==> config.mk <==
export PLATFORM = sky130hd
export DESIGN_NAME = playfair_square_cipher_core
export DESIGN_NICKNAME = d
export VERILOG_FILES = /design/src/sv/pfsc_pkg.sv /design/src/sv/pfsc_ram.sv /design/src/sv/playfair_square_cipher_core.sv
export SDC_FILE = /design/constraint.sdc
export NUM_CORES = 1
export LEC_CHECK = 0
export BUFFER_PORTS_ARGS = -buffer_cell sky130_fd_sc_hd__buf_2
export CAP_MARGIN = 20
export CORE_ASPECT_RATIO = 1.5
export CORE_MARGIN = 2
export CORE_UTILIZATION = 40
export DETAILED_ROUTE_END_ITERATION = 16
export SYNTH_ARGS = -nofsm -noshare
export SYNTH_HDL_FRONTEND = slang
export SYNTH_SLANG_ARGS = --single-unit
==> constraint.sdc <==
create_clock -name clk_i -period 9.6 [get_ports clk_i]
set_input_delay 0.96 -clock clk_i [delete_from_list [all_inputs] [get_ports clk_i]]
set_output_delay 0.96 -clock clk_i [all_outputs]
set_load 0.01 [all_outputs]
==> src/sv/pfsc_pkg.sv <==
// Shared types, constants and symbol helpers for the 6x6 Playfair-style cipher core.
// No dependencies; used by playfair_square_cipher_core.
package pfsc_pkg;

  localparam int Side     = 6;
  localparam int Cells    = Side * Side;
  localparam int SymW     = $clog2(Cells);
  localparam int CharW    = 8;

  localparam logic [SymW-1:0]  CellsCount = SymW'(Cells);
  localparam logic [SymW-1:0]  PadSym     = SymW'(8'h58 - 8'h41);  // 'X'
  localparam logic [SymW-1:0]  LastSym    = SymW'(Cells - 1);
  localparam logic [CharW-1:0] ChA        = 8'h41;
  localparam logic [CharW-1:0] ChZ        = 8'h5A;
  localparam logic [CharW-1:0] Cha        = 8'h61;
  localparam logic [CharW-1:0] Chz        = 8'h7A;
  localparam logic [CharW-1:0] Ch0        = 8'h30;
  localparam logic [CharW-1:0] Ch9        = 8'h39;
  localparam int               Letters    = 26;

  typedef enum logic [1:0] {
    MODE_KEY    = 2'd0,
    MODE_FINISH = 2'd1,
    MODE_MSG    = 2'd2,
    MODE_END    = 2'd3
  } mode_e;

  typedef struct packed {
    logic            ok;
    logic [SymW-1:0] code;
  } sym_t;

  // ASCII byte to symbol code: A..Z -> 0..25, 0..9 -> 26..35, case folded.
  function automatic sym_t sym_of(input logic [CharW-1:0] c);
    sym_t s;
    s.ok   = 1'b0;
    s.code = '0;
    if (c >= ChA && c <= ChZ) begin
      s.ok   = 1'b1;
      s.code = SymW'(c - ChA);
    end else if (c >= Cha && c <= Chz) begin
      s.ok   = 1'b1;
      s.code = SymW'(c - Cha);
    end else if (c >= Ch0 && c <= Ch9) begin
      s.ok   = 1'b1;
      s.code = SymW'(c - Ch0) + SymW'(Letters);
    end
    return s;
  endfunction

  function automatic logic [CharW-1:0] char_of(input logic [SymW-1:0] s);
    logic [CharW-1:0] c;
    if (s < SymW'(Letters)) c = ChA + CharW'(s);
    else                    c = Ch0 + CharW'(s - SymW'(Letters));
    return c;
  endfunction

  // Row of a cell: p/6 as (p*43)>>8, exact for p < 36.
  function automatic logic [2:0] row_of(input logic [SymW-1:0] p);
    logic [11:0] prod;
    prod = 12'(p) * 12'd43;
    return prod[10:8];
  endfunction

  function automatic logic [2:0] col_of(input logic [SymW-1:0] p);
    logic [2:0]      r;
    logic [SymW-1:0] base;
    r    = row_of(p);
    base = (SymW'(r) << 2) + (SymW'(r) << 1);
    return 3'(p - base);
  endfunction

  function automatic logic [SymW-1:0] cell_at(input logic [2:0] r, input logic [2:0] c);
    return (SymW'(r) << 2) + (SymW'(r) << 1) + SymW'(c);
  endfunction

endpackage

==> src/sv/pfsc_ram.sv <==
// Generic single-write, single-read RAM with registered read data.
// No dependencies; used for the key square and the symbol position table.
module pfsc_ram #(
  parameter int Width = 6,
  parameter int Depth = 36
) (
  input  logic                     clk_i,
  input  logic                     we_i,
  input  logic [$clog2(Depth)-1:0] waddr_i,
  input  logic [Width-1:0]         wdata_i,
  input  logic [$clog2(Depth)-1:0] raddr_i,
  output logic [Width-1:0]         rdata_o
);

  logic [Width-1:0] mem_q [Depth];
  logic [Width-1:0] rdata_q;

  always_ff @(posedge clk_i) begin
    if (we_i) begin
      mem_q[waddr_i] <= wdata_i;
    end
    rdata_q <= mem_q[raddr_i];
  end

  assign rdata_o = rdata_q;

endmodule

==> src/sv/playfair_square_cipher_core.sv <==
// Playfair-style cipher over a 6x6 square of A-Z and 0-9.
// Depends on pfsc_pkg and pfsc_ram.
//
// Usage: one input channel (mode_i, in_char_i) and one output channel
// (out_char_o, pair_end_o), both valid/ready. Mode 0 feeds key characters,
// mode 1 finishes the square, mode 2 feeds message characters, mode 3 ends
// the message (an odd leftover is padded with X).
// Handling per input item, shaped by the sequencer and the single read port of
// each table RAM:
//   key character, first message character of a pair, ignored item: accepted without leaving S_IDLE
//   finish: walks all 36 symbols (one symbol checked and placed per cycle)
//   second message character or end with a leftover: two results, via S_RDP,
//   S_RDQ, S_CAP and S_KRD; then S_OUT0 and S_OUT1 register one result each.
// in_ready_o is low while an item is being worked on. Results sit in one
// output register; a stalled receiver holds the sequencer in its output
// states, and the next item is accepted once the last result is registered.
// Reset clears the seen mask, fill count, square-ready and held flags; the
// key square must be rebuilt after every reset. Table contents are not
// cleared, since each entry is written before it is ever read.
module playfair_square_cipher_core
  import pfsc_pkg::*;
(
  input  logic             clk_i,
  input  logic             rst_ni,
  input  logic             in_valid_i,
  output logic             in_ready_o,
  input  logic [1:0]       mode_i,
  input  logic [7:0]       in_char_i,
  output logic             out_valid_o,
  input  logic             out_ready_i,
  output logic [7:0]       out_char_o,
  output logic             pair_end_o
);

  typedef enum logic [7:0] {
    S_IDLE = 8'b0000_0001,
    S_FILL = 8'b0000_0010,
    S_RDP  = 8'b0000_0100,
    S_RDQ  = 8'b0000_1000,
    S_CAP  = 8'b0001_0000,
    S_KRD  = 8'b0010_0000,
    S_OUT0 = 8'b0100_0000,
    S_OUT1 = 8'b1000_0000
  } state_e;

  state_e            state_q, state_d;
  logic [SymW-1:0]   fill_q, fill_d;
  logic [Cells-1:0]  seen_q, seen_d;
  logic              sq_ready_q, sq_ready_d;
  logic              held_valid_q, held_valid_d;
  logic [SymW-1:0]   held_q, held_d;
  logic [SymW-1:0]   sym_q, sym_d;
  logic [SymW-1:0]   idx_q, idx_d;
  logic [SymW-1:0]   pp_q, pp_d;
  logic [SymW-1:0]   pq_q, pq_d;
  logic              out_valid_q, out_valid_d;
  logic [CharW-1:0]  out_char_q, out_char_d;
  logic              pair_end_q, pair_end_d;

  logic              accept;
  logic              slot_free;
  logic              full;
  sym_t              in_sym;
  mode_e             mode;
  logic              place_en;
  logic [SymW-1:0]   place_sym;
  logic [SymW-1:0]   place_raddr;
  logic [SymW-1:0]   place_rdata;
  logic [SymW-1:0]   key_raddr;
  logic [SymW-1:0]   key_rdata;
  logic [SymW-1:0]   addr_a, addr_b;

  assign in_ready_o = (state_q == S_IDLE);
  assign accept     = in_valid_i && in_ready_o;
  assign slot_free  = !out_valid_q || out_ready_i;
  assign full       = (fill_q == CellsCount);
  assign in_sym     = sym_of(in_char_i);
  assign mode       = mode_e'(mode_i);

  // Swap targets: row(p) with col(q), then row(q) with col(p).
  assign addr_a = cell_at(row_of(pp_q), col_of(pq_q));
  assign addr_b = cell_at(row_of(pq_q), col_of(pp_q));

  always_comb begin
    place_sym = idx_q;
    place_en  = 1'b0;
    if (state_q == S_IDLE) begin
      place_sym = in_sym.code;
      place_en  = accept && (mode == MODE_KEY) && !sq_ready_q && in_sym.ok &&
                  !seen_q[in_sym.code] && !full;
    end else if (state_q == S_FILL) begin
      place_en  = !seen_q[idx_q] && !full;
    end
  end

  assign place_raddr = (state_q == S_RDP) ? held_q : sym_q;
  assign key_raddr   = ((state_q == S_OUT1) || ((state_q == S_OUT0) && slot_free)) ?
                       addr_b : addr_a;

  pfsc_ram #(.Width(SymW), .Depth(Cells)) u_key_square (
    .clk_i   (clk_i),
    .we_i    (place_en),
    .waddr_i (fill_q),
    .wdata_i (place_sym),
    .raddr_i (key_raddr),
    .rdata_o (key_rdata)
  );

  pfsc_ram #(.Width(SymW), .Depth(Cells)) u_symbol_place (
    .clk_i   (clk_i),
    .we_i    (place_en),
    .waddr_i (place_sym),
    .wdata_i (fill_q),
    .raddr_i (place_raddr),
    .rdata_o (place_rdata)
  );

  always_comb begin
    state_d      = state_q;
    fill_d       = fill_q;
    seen_d       = seen_q;
    sq_ready_d   = sq_ready_q;
    held_valid_d = held_valid_q;
    held_d       = held_q;
    sym_d        = sym_q;
    idx_d        = idx_q;
    pp_d         = pp_q;
    pq_d         = pq_q;
    out_valid_d  = out_valid_q && !out_ready_i;
    out_char_d   = out_char_q;
    pair_end_d   = pair_end_q;

    if (place_en) begin
      seen_d[place_sym] = 1'b1;
      fill_d            = fill_q + SymW'(1);
    end

    unique case (state_q)
      S_IDLE: begin
        if (accept) begin
          unique case (mode)
            MODE_KEY: ;
            MODE_FINISH: begin
              if (!sq_ready_q) begin
                idx_d   = '0;
                state_d = S_FILL;
              end
            end
            MODE_MSG: begin
              if (sq_ready_q && in_sym.ok) begin
                if (!held_valid_q) begin
                  held_d       = in_sym.code;
                  held_valid_d = 1'b1;
                end else begin
                  sym_d        = in_sym.code;
                  held_valid_d = 1'b0;
                  state_d      = S_RDP;
                end
              end
            end
            MODE_END: begin
              if (sq_ready_q && held_valid_q) begin
                sym_d        = PadSym;
                held_valid_d = 1'b0;
                state_d      = S_RDP;
              end
            end
            default: ;
          endcase
        end
      end
      S_FILL: begin
        idx_d = idx_q + SymW'(1);
        if (idx_q == LastSym) begin
          sq_ready_d = 1'b1;
          state_d    = S_IDLE;
        end
      end
      S_RDP: state_d = S_RDQ;
      S_RDQ: begin
        pp_d    = place_rdata;
        state_d = S_CAP;
      end
      S_CAP: begin
        pq_d    = place_rdata;
        state_d = S_KRD;
      end
      S_KRD: state_d = S_OUT0;
      S_OUT0: begin
        if (slot_free) begin
          out_valid_d = 1'b1;
          out_char_d  = char_of(key_rdata);
          pair_end_d  = 1'b0;
          state_d     = S_OUT1;
        end
      end
      S_OUT1: begin
        if (slot_free) begin
          out_valid_d = 1'b1;
          out_char_d  = char_of(key_rdata);
          pair_end_d  = 1'b1;
          state_d     = S_IDLE;
        end
      end
      default: state_d = S_IDLE;
    endcase
  end

  always_ff @(posedge clk_i or negedge rst_ni) begin
    if (!rst_ni) begin
      state_q      <= S_IDLE;
      fill_q       <= '0;
      seen_q       <= '0;
      sq_ready_q   <= 1'b0;
      held_valid_q <= 1'b0;
      held_q       <= '0;
      idx_q        <= '0;
      out_valid_q  <= 1'b0;
    end else begin
      state_q      <= state_d;
      fill_q       <= fill_d;
      seen_q       <= seen_d;
      sq_ready_q   <= sq_ready_d;
      held_valid_q <= held_valid_d;
      held_q       <= held_d;
      idx_q        <= idx_d;
      out_valid_q  <= out_valid_d;
    end
  end

  always_ff @(posedge clk_i) begin
    sym_q      <= sym_d;
    pp_q       <= pp_d;
    pq_q       <= pq_d;
    out_char_q <= out_char_d;
    pair_end_q <= pair_end_d;
  end

  assign out_valid_o = out_valid_q;
  assign out_char_o  = out_char_q;
  assign pair_end_o  = pair_end_q;

endmodule
==> summary.md, run 1 <==
| Metric | Value |
|---|---|
| Antenna cells | `0` |
| Post-CTS Setup Bufs | `0` |
| GR Overflow Total | `0` |
| CTS tree | `done` |
| TritonRoute pass-1 iters | `5` |
| Status | `finished clean` |
| Post-layout min period | `6500 ps` |
| Unrepaired setup endpoints after global routing | `false` |
| Max-cap violations | `0` |
| Root Buffer | `clkbuf_16` |
| Layout cell share with drive strength beyond 1 | `0.186` |
| Fin area | `0.0269 sq mm` |
| WP data arrival | `7050 ps` |
| HPWL after DPL | `36500 um` |
| Post-cts gate resize count | `0` |
| H-Tree Depth | `2` |
| Fmax | `154 MHz` |
| I/O pin cnt | `25` |
| RePlAce Congestion | `0.878` |
| Setup Skew | `43.2 ps` |
| Worst Max-Slew Pin Slew | `1050 ps` |
| Placed Instance Area | `0.0252 sq mm` |
| Static leakage | `0.00953 uW` |
| CTS Buf Count | `49` |
| Post-Syn Instances | `1551` |
| Register area share after synthesis | `0.650` |
| R2r startpoint | `pp_q[1]` |
| Post-synth EDFFs | `459` |
| DR WL/cell | `22.2 um` |
| DRC violations left | `0` |
| Die area | `0.0623 sq mm` |
| DRT iter0 DRCs | `696` |
| Final setup violation count | `0` |
| Pins Over Slew Limit | `0` |
| Synth area leaders | `edfxtp_1 57%, mux4_2 8.9%, dfrtp_1 6.6%` |
| Initial antenna violation count | `0` |
| Largest net degree at the start of global routing | `73` |
| Crit path launch type | `flop` |
| Die Y | `305 um` |
| Worst slew margin | `0.296` |
| Clk Latency, worst-skew pair | `610 ps` |
| Critical path startpoint | `pp_q[1]` |
| Clock Sinks | `536` |
| Detail-routed via count per cell | `5.44` |
| Post-DRT Antenna Nets | `0` |
| Yosys top cell area share | `0.572` |
| Synth Flop Type | `edfxtp_1` |
| Total GRT Usage | `0.176` |
| Clock buffer depth | `3` |
| Mean Syn Cell Area | `15.5 sq um` |
| Setup TNS | `0 ps` |
| Count leader, synth | `edfxtp_1` |
| Dominant cell type by area after synthesis | `edfxtp_1` |
| Clock-pin slew on the worst setup and hold paths | `60 ps` |
| CP Max Fanout | `48` |
| Post-synthesis async set-or-reset flop share | `0.121` |
| Register bit total from synthesis | `536` |
| Place WS | `2990 ps` |
| Buffers on Ports | `24` |
| Core ar. | `0.0597 sq mm` |
| Rows | `110` |
| Die W | `204 um` |
| Max VDD drop | `137 uV` |
| Post-cts hold buffer count | `0` |
| Min-Delay Path Class | `flop to flop` |
| Final Hold Viols | `0` |
| Pwr Density | `235 mW/mm^2` |
| Hold path start | `u_symbol_place.rdata_o[3]` |
| Initial core utilization | `0.403` |
| Fin crit share | `0.677` |
| WL final | `54000 um` |
| Vias in the first global route | `13800` |
| Hold Path Depth | `0` |
| Fin worst setup slack | `3100 ps` |
| First-pass GRT wire length | `82900 um` |
| Synthesized area | `0.0241 sq mm` |
| Req. time, crit path | `10150 ps` |
| Final Net Count | `1701` |
| Syn. warnings | `0` |
| Vias | `13200` |
| R2r worst-path depth | `24` |
| Synth top cells by count | `459 x edfxtp_1, 151 x nand2_1, 95 x mux4_2, 74 x ha_1, 73 x nor2_1` |
| Critical setup path kind | `flop to flop` |
| P&R area growth vs syn | `11.5%` |
| Yosys cell types | `81` |
| Crit path capture type | `flop` |
| Syn_nets | `1651` |
[metrics by stage]
stage / utilization / power (uW) / cells / hold WS [ps]
5_1_grt: 0.450 / 6570 / 2426 / 476
4_1_cts: 0.449 / 6360 / 2423 / 461
2_1_floorplan: - / 3890 / 1551 / 404
3_3_place_gp: 0.422 / 4360 / 2331 / 451
6_report: 0.450 / 6300 / 2426 / 456
3_5_place_dp: 0.422 / 4400 / 2331 / 446
[worst paths after layout]
| path | endpoint | slack [ps] |
|---|---|---|
| worst max-delay path | u_key_square.rdata_o[0] | 3100 |
| worst min-delay path | pp_q[3] | 460 |
| worst max register to register | u_key_square.rdata_o[0] | 3100 |
| worst min register to register | pp_q[3] | 460 |
| max in group asynchronous | fill_q[1] | 8370 |
| min in group asynchronous | seen_q[16] | 540 |
[registers in the layout (all words and copies together) (netlist names), 6 cells and up]
name and cells:
fill_q 6, held_q 6, idx_q 6, out_char_o 8, pp_q 6, pq_q 6
seen_q 36, state_q 8, sym_q 6, u_key_square.mem_q 216, u_key_square.rdata_o 6, u_symbol_place.mem_q 216
u_symbol_place.rdata_o 6
[cell type report]
class,instances,area [sq um]
Sequential cell,536,15700
Inverter,67,251
Timing Repair Buffer,59,398
Multi-Input combinational cell,888,7970
Fill cell,5262,32900
Clock inverter,28,295
Tap cell,784,981
Clock buffer,64,1310
[kinds of logic after synthesis]
group           synth area share
xor+xnor                  0.0153
buf+inv                   0.0228
simple gates              0.0898
fa+ha+maj                 0.0484
compound gates            0.0474
other cells             0.000156
flops                      0.650
mux                        0.127
[layer usage]
metal  vias up  global-route usage  wire (um)
met2       275               0.329      29700
met3       113              0.0235       1830
met1      6783               0.200      20400
met5         -                   0          0
met4         0              0.0699       2040
li1       6036                   -          -
[cell usage in the layout, fill, tap and decap left out, types with 6 or more instances in the layout]
| cell | n |
|---|---|
| a211oi_1 | 27 |
| o21a_1 | 6 |
| a311oi_1 | 13 |
| fa_1 | 12 |
| inv_1 | 64 |
| nand3_1 | 32 |
| clkinv_1 | 6 |
| buf_2 | 26 |
| dfxtp_1 | 12 |
| and2_1 | 21 |
| mux2i_1 | 51 |
| buf_4 | 32 |
| o22ai_1 | 6 |
| mux4_2 | 95 |
| nor2_1 | 73 |
| nand2b_1 | 12 |
| clkbuf_16 | 49 |
| o211ai_1 | 8 |
| o32ai_1 | 9 |
| xnor2_1 | 22 |
| ha_1 | 74 |
| clkinv_2 | 9 |
| and3_1 | 9 |
| a21oi_1 | 30 |
| or2_1 | 35 |
| edfxtp_1 | 459 |
| xor2_1 | 20 |
| o21ai_0 | 23 |
| nor3_2 | 30 |
| clkbuf_1 | 12 |
| nand2_1 | 151 |
| dfrtp_1 | 64 |
| nand4_1 | 7 |
| mux2_2 | 23 |
| nor3_1 | 12 |
[critical path, stage by stage, from the launching register on]
cell and delay, ps:
edfxtp_1 460, ha_1 320, inv_1 50, fa_1 480, fa_1 540, inv_1 40
ha_1 290, and4_1 150, a41oi_1 200, o21ai_0 150, a21oi_1 250, nor2b_1 70
nor2_1 110, xnor2_1 180, ha_1 320, xnor2_1 230, inv_1 80, fa_1 580
mux2_2 780, and2_1 230, a211oi_1 50, o32ai_1 490, nor3_1 100, mux2i_1 140
mux2_2 160
[where the power goes]
part	internal [uW]	total, uW	switching [uW]
logic	448	1380	930
clock network	1090	1960	870
registers	2850	2970	114
Power figures use the tool's default switching activity.
==> run 2: changes to the inputs <==
Settings changed: ABC_AREA set to 1.
Clock period 9.6 ns to 5.8 ns, I/O delays scaled along.
==> run 2 against run 1 <==
First-iteration DRC count is 62% higher. Worst hold slack worse by 310 ps. Clock skew rose by 14 ps. Via count grew 28%. Die area grew 2.1%. Cell count up 28%. Largest cell class unchanged.
==> summary.md, run 2 <==
| Metric | Value |
|---|---|
| Pwr Density | `373 mW/mm^2 (was 235 mW/mm^2)` |
| Core ar. | `0.0610 sq mm (was 0.0597 sq mm)` |
| Antenna cells | `0 (unchanged)` |
| Die Y | `308 um (was 305 um)` |
| Post-DRT Antenna Nets | `0 (unchanged)` |
| Static leakage | `0.0104 uW (was 0.00953 uW)` |
| Yosys top cell area share | `0.560 (was 0.572)` |
| P&R area growth vs syn | `12.2% (was 11.5%)` |
| Initial antenna violation count | `2 (was 0)` |
| Critical setup path kind | `flop to flop (unchanged)` |
| Post-layout min period | `5480 ps (was 6500 ps)` |
| Register bit total from synthesis | `536 (unchanged)` |
| DR WL/cell | `20.4 um (was 22.2 um)` |
| Initial core utilization | `0.404 (was 0.403)` |
| Crit path launch type | `flop (unchanged)` |
| Largest net degree at the start of global routing | `73 (unchanged)` |
| Final Non-Filler Cells | `3106 (was 2426)` |
| Layout cell share with drive strength beyond 1 | `0.106 (was 0.186)` |
| Worst Max-Slew Pin Slew | `896 ps (was 1050 ps)` |
| Max-cap violations | `0 (unchanged)` |
| Commonest non-fill, non-tap cells in the layout | `459 x edfxtp_1, 279 x nor2_1, 279 x o21ai_0 (was 459 x edfxtp_1, 151 x nand2_1, 95 x mux4_2)` |
| Placed Instance Area | `0.0258 sq mm (was 0.0252 sq mm)` |
| Fin worst setup slack | `321 ps (was 3100 ps)` |
| Worst Path Buf+Inv | `5 (was 3)` |
| Clock buffer depth | `3 (unchanged)` |
| Critical-path top delay cell | `fa_1 (was mux2_2)` |
| Final Net Count | `2375 (was 1701)` |
| Syn. warnings | `0 (unchanged)` |
| Clock Sinks | `536 (unchanged)` |
| Fmax | `183 MHz (was 154 MHz)` |
| Die area | `0.0636 sq mm (was 0.0623 sq mm)` |
| Post-Syn Instances | `2227 (was 1551)` |
| R2r startpoint | `pq_q[3] (was pp_q[1])` |
| Post-synth EDFFs | `459 (unchanged)` |
| RePlAce Congestion | `0.900 (was 0.878)` |
| Place WS | `38.8 ps (was 2990 ps)` |
| Max VDD drop | `267 uV (was 137 uV)` |
| R2r worst-path depth | `25 (was 24)` |
| Clk Latency, worst-skew pair | `640 ps (was 610 ps)` |
| CTS tree | `done (unchanged)` |
| Count leader, synth | `edfxtp_1 (unchanged)` |
| Top Family by Delay on Critical Path | `adder cells (unchanged)` |
| Req. time, crit path | `6280 ps (was 10150 ps)` |
| CP peak stage delay | `550 ps (was 780 ps)` |
| Root Buffer | `clkbuf_16 (unchanged)` |
| Synthesized area | `0.0246 sq mm (was 0.0241 sq mm)` |
| Detail-routed via count per cell | `5.44 (about the same)` |
| Commonest non-fill, non-tap cell in the layout | `edfxtp_1 (unchanged)` |
| Placed Cells | `3002 (was 2331)` |
| Yosys cell types | `55 (was 81)` |
| H-Tree Depth | `2 (unchanged)` |
| WL final | `63200 um (was 54000 um)` |
| Final Hold Viols | `0 (unchanged)` |
| Register area share after synthesis | `0.636 (was 0.650)` |
| DRT iter0 DRCs | `1128 (was 696)` |
| Final setup violation count | `0 (unchanged)` |
| Reg2reg setup slack | `320 ps (was 3100 ps)` |
| Worst setup path end | `u_key_square.rdata_o[0] (unchanged)` |
| Synth Flop Type | `edfxtp_1 (unchanged)` |
| TritonRoute pass-1 iters | `6 (was 5)` |
| Synth top cells by count | `459 x edfxtp_1, 281 x nor2_1, 281 x o21ai_0, 253 x nand2_1, 196 x inv_1 (was 459 x edfxtp_1, 151 x nand2_1, 95 x mux4_2, 74 x ha_1, 73 x nor2_1)` |
| Setup Skew | `57.6 ps (was 43.2 ps)` |
| Biggest regs | `u_key_square.mem_q x216, u_symbol_place.mem_q x216, seen_q x36 (unchanged)` |
| Vias in the first global route | `17000 (was 13800)` |
| Post-synthesis async set-or-reset flop share | `0.121 (unchanged)` |
| Vias | `16900 (was 13200)` |
| CP Max Fanout | `13 (was 48)` |
| WP data arrival | `5960 ps (was 7050 ps)` |
| Worst slew margin | `0.403 (was 0.296)` |
| Status | `finished clean (unchanged)` |
| Rows | `111 (was 110)` |
| Fin area | `0.0276 sq mm (was 0.0269 sq mm)` |
| Total GRT Usage | `0.202 (was 0.176)` |
| Fin crit share | `0.945 (was 0.677)` |
| Critical path startpoint | `pq_q[3] (was pp_q[1])` |
| GR Overflow Total | `0 (unchanged)` |
| HPWL after DPL | `42600 um (was 36500 um)` |
| I/O pin cnt | `25 (unchanged)` |
| Buffers on Ports | `24 (unchanged)` |
| Total chip power | `10300 uW (was 6300 uW)` |
| Pins Over Slew Limit | `0 (unchanged)` |
| Dominant cell type by area after synthesis | `edfxtp_1 (unchanged)` |
| Area of the multi-input gates | `0.00785 sq mm (was 0.00797 sq mm)` |
| Die W | `207 um (was 204 um)` |
| RR Endpoint | `u_key_square.rdata_o[0] (unchanged)` |
| Syn_nets | `2327 (was 1651)` |
| Clock-pin slew on the worst setup and hold paths | `70 ps (was 60 ps)` |
| CTS Buf Count | `51 (was 49)` |
| Fillcell total | `5568 (was 5262)` |
| Synth area leaders | `edfxtp_1 56%, dfrtp_1 6.5%, o21ai_0 5.7% (was edfxtp_1 57%, mux4_2 8.9%, dfrtp_1 6.6%)` |
| Min-Delay Path Class | `input port to async pin (was flop to flop)` |
| Mean Syn Cell Area | `11.1 sq um (was 15.5 sq um)` |
| FF+latch area | `0.0157 sq mm (unchanged)` |
| First-pass GRT wire length | `98600 um (was 82900 um)` |
| DRC violations left | `0 (unchanged)` |
| Crit path capture type | `flop (unchanged)` |
| Worst path depth | `25 (was 24)` |
[run 2: cell types whose count changed in the layout (fill, tap and decap cells not counted), moves of 51 or more]
cell      previous run  this run
nand3_1             32       139
mux2i_1             51         0
mux4_2              95         0
inv_1               64       192
o21ai_0             23       279
nor2_1              73       279
o211ai_1             8        60
nand2_1            151       251
[run 2: report_power, final]
part	total (uW)	switching, uW	internal [uW]
Clock	3240	1460	1780
Sequential	4860	115	4740
Combinational	2200	1680	524
[run 2: timing repair]
item | in CTS | in global routing
hold buffers | 0 | 0
pin swaps | 0 | 8
buffers inserted | 1 | 8
resized for setup | 2 | 19
gates cloned | 1 | 1
setup endpoints to repair | 3 | 6
[run 2: cell type report]
class,count,area share
clock buffers,66,0.0486
inverters,207,0.0284
well taps,791,0.0359
flip-flops and latches,536,0.567
multi-input cells,1382,0.284
repair inverters,2,0.000453
repair buffers,95,0.0248
clock inverters,27,0.0102
[run 2: metal layers]
metal	GRT usage	vias to the layer above	wire, um
met3	0.0258	135	2790
met4	0.0900	4	2870
met1	0.232	8250	23900
met5	0	-	19
met2	0.371	510	33600
li1	-	7984	-
[run 2: metrics by stage]
stage / setup TNS, ps / hold slack (ps) / util
global route: -40.8 / 190 / 0.453
floorplan: 0 / 284 / -
detailed placement: 0 / 458 / 0.423
global placement: 0 / 459 / 0.423
CTS: 0 / 164 / 0.450
finish: 0 / 143 / 0.453
[run 2: how the worst min path moves through the flow]
stage	slack, ps	endpoint	depth (start not counted)	start
after floorplan	280	fill_q[0]	0	rst_ni
after global placement	460	seen_q[19]	2	seen_q[19]
after detailed placement	460	seen_q[18]	2	seen_q[18]
after CTS	160	seen_q[2]	2	rst_ni
after global routing	190	seen_q[2]	2	rst_ni
final	140	seen_q[2]	2	rst_ni
[run 2: worst reg2reg max path: cells and delay by family, from the launching register on]
family | cells | cell delay [ps]
fa+ha+maj | 6 | 2500
compound gates | 5 | 820
xor+xnor | 3 | 580
simple gates | 6 | 500
buf+inv | 5 | 490
flops | 1 | 450
[run 2: cell families (layout without fill, tap and decap cells)]
family	Yosys count	count (layout)	share of synthesized area
AO/OA/AOI/OAI	509	509	0.121
AND/OR/NAND/NOR	759	759	0.135
other	1	1	0.000152
XOR/XNOR	27	27	0.00961
buffers and inverters	309	397	0.0507
adder cells (fa/ha/maj)	86	86	0.0474
flip-flops	536	536	0.636
==> run 3: changes to the inputs <==
Settings changed: ABC_AREA 1 to unset, SETUP_SLACK_MARGIN set to 0.4.
==> run 3 against run 2 <==
Global-route usage decreased by 2.5 points. Clock power is 2% lower. Clock-buffer cell count decreased by 2. Clock skew decreased by 21 ps. Non-clock buffer count grew 12. Highest routed layer is now met4. Register-to-register slack worse by 190 ps. Sequential share of layout area is 0.092 points lower. First-iteration DRC count is 31% lower. Total power increased by 3.5%. Wire length is 14% lower. Largest cell class unchanged. Combinational power grew 17%.
==> summary.md, run 3 (synthesized netlist as in run 1, its figures left out) <==
| Metric | Value |
|---|---|
| Hold slack | `62.0 ps (was 143 ps)` |
| Initial core utilization | `0.403 (was 0.404)` |
| Commonest non-fill, non-tap cells in the layout | `459 x edfxtp_1, 151 x nand2_1, 95 x mux4_2 (was 459 x edfxtp_1, 279 x nor2_1, 279 x o21ai_0)` |
| Die Y | `305 um (was 308 um)` |
| Post-layout min period | `5670 ps (was 5480 ps)` |
| Placed Cells | `2365 (was 3002)` |
| Switching portion of total power | `0.301 (was 0.315)` |
| Critical-path top delay cell | `fa_1 (unchanged)` |
| DRC violations left | `0 (unchanged)` |
| Final setup violation count | `0 (unchanged)` |
| Crit path capture type | `flop (unchanged)` |
| Worst Path Buf+Inv | `4 (was 5)` |
| Min-Delay Path Class | `input port to async pin (unchanged)` |
| Clk Latency, worst-skew pair | `610 ps (was 640 ps)` |
| Clock share of power | `0.300 (was 0.315)` |
| RePlAce Congestion | `0.839 (was 0.900)` |
| CTS Buf Count | `49 (was 51)` |
| WP data arrival | `6160 ps (was 5960 ps)` |
| Status | `finished clean (unchanged)` |
| Crit-path most repeated cell | `ha_4` |
| WL final | `54600 um (was 63200 um)` |
| Final Hold Viols | `0 (unchanged)` |
| Seq pwr share | `0.460 (was 0.472)` |
| Pwr Density | `386 mW/mm^2 (was 373 mW/mm^2)` |
| Top Family by Delay on Critical Path | `adder cells (unchanged)` |
| Worst slew margin | `0.292 (was 0.403)` |
| H-Tree Depth | `2 (unchanged)` |
| Max-cap violations | `0 (unchanged)` |
| Commonest non-fill, non-tap cell in the layout | `edfxtp_1 (unchanged)` |
| P_int | `7450 uW (was 7050 uW)` |
| Fmax | `176 MHz (was 183 MHz)` |
| Buffers on Ports | `24 (unchanged)` |
| Crit path launch type | `flop (unchanged)` |
| Pins Over Slew Limit | `0 (unchanged)` |
| Vias | `13400 (was 16900)` |
| Critical setup path kind | `flop to flop (unchanged)` |
| Clock buffer depth | `3 (unchanged)` |
| Largest net degree at the start of global routing | `73 (unchanged)` |
| Vias in the first global route | `14200 (was 17000)` |
| P&R area growth vs syn | `14.7% (was 12.2%)` |
| Switching pwr | `3210 uW (was 3250 uW)` |
| Max VDD drop | `232 uV (was 267 uV)` |
| CP Max Fanout | `27 (was 13)` |
| Die W | `204 um (was 207 um)` |
| Clock Sinks | `536 (unchanged)` |
| CP peak stage delay | `520 ps (was 550 ps)` |
| Antenna cells | `0 (unchanged)` |
| I/O pin cnt | `25 (unchanged)` |
| First-pass GRT wire length | `83400 um (was 98600 um)` |
| Total chip power | `10700 uW (was 10300 uW)` |
| Total GRT Usage | `0.177 (was 0.202)` |
| Detail-routed via count per cell | `5.40 (was 5.44)` |
| Gate power share | `0.241 (was 0.214)` |
| Setup Skew | `36.4 ps (was 57.6 ps)` |
| HPWL after DPL | `36800 um (was 42600 um)` |
| Clock-pin slew on the worst setup and hold paths | `60 ps (was 70 ps)` |
| Unrepaired setup endpoints after global routing | `true` |
| DRT iter0 DRCs | `777 (was 1128)` |
| Core ar. | `0.0597 sq mm (was 0.0610 sq mm)` |
| Initial antenna violation count | `0 (was 2)` |
| Req. time, crit path | `6290 ps (was 6280 ps)` |
| TritonRoute pass-1 iters | `4 (was 6)` |
| Layout cell share with drive strength beyond 1 | `0.233 (was 0.106)` |
| Root Buffer | `clkbuf_16 (unchanged)` |
| Biggest regs | `u_key_square.mem_q x216, u_symbol_place.mem_q x216, seen_q x36 (unchanged)` |
| Static leakage | `0.00988 uW (was 0.0104 uW)` |
| Fin crit share | `0.978 (was 0.945)` |
| Die area | `0.0623 sq mm (was 0.0636 sq mm)` |
| GR Overflow Total | `0 (unchanged)` |
| Final Net Count | `1749 (was 2375)` |
| Final Non-Filler Cells | `2473 (was 3106)` |
| Worst Max-Slew Pin Slew | `1040 ps (was 896 ps)` |
| Rows | `110 (was 111)` |
| DR WL/cell | `22.1 um (was 20.4 um)` |
| CTS tree | `done (unchanged)` |
| Fillcell total | `5213 (was 5568)` |
| Post-DRT Antenna Nets | `0 (unchanged)` |
==> run 3: area by class of cell <==
cell class	count	area (sq um)	area share
Sequential cell	536	15700	0.566
Timing Repair Buffer	107	908	0.0329
Tap cell	784	981	0.0355
Clock buffer	64	1340	0.0486
Clock inverter	27	233	0.00842
Inverter	67	251	0.00910
Multi-Input combinational cell	888	8280	0.299
==> run 3: routing by layer <==
| metal | up-vias | routed length [um] | track usage |
|---|---|---|---|
| li1 | 6134 | - | - |
| met1 | 6862 | 20100 | 0.193 |
| met2 | 256 | 30700 | 0.341 |
| met3 | 108 | 1620 | 0.0228 |
| met4 | 0 | 2250 | 0.0725 |
| met5 | - | 0 | 0 |
==> run 3: worst paths after layout <==
kind,endpoint,cells after the start,slack [ps],start
setup / recovery,u_key_square.rdata_o[4],25,130,pq_q[4]
hold / removal,seen_q[19],1,60,rst_ni
setup reg to reg,u_key_square.rdata_o[4],25,130,pq_q[4]
hold reg to reg,pq_q[1],0,430,u_symbol_place.rdata_o[1]
max in group asynchronous,fill_q[0],1,5090,rst_ni
min in group clk_i,state_q[1],2,330,mode_i[1]
==> run 3: through the flow <==
step	instance area, sq um	setup TNS [ps]	util	worst slack, ps
CTS	27400	0	0.459	129
finish	27600	0	0.463	128
floorplan	24200	0	-	397
global route	27600	-979	0.463	-190
detailed placement	25600	-125	0.429	-84.1
global placement	25600	0	0.429	10.8
==> run 3: timing repair <==
item | CTS | global route
setup buffers | 10 | 4
hold buffers | 0 | 0
pin swaps | 9 | 24
hold endpoints to repair | 0 | 0
gates resized for setup | 19 | 31
gates cloned | 1 | 1
setup endpoints to repair | 6 | 6
==> run 3: power by group through the flow <==
stage | registers, uW | logic (uW) | clock network (uW)
5_1_grt | 4920 | 2800 | 3400
3_5_place_dp | 4990 | 2420 | 0
4_1_cts | 4900 | 2530 | 3270
3_3_place_gp | 4980 | 2360 | 0
2_1_floorplan | 5000 | 1480 | 0
6_report | 4900 | 2570 | 3190
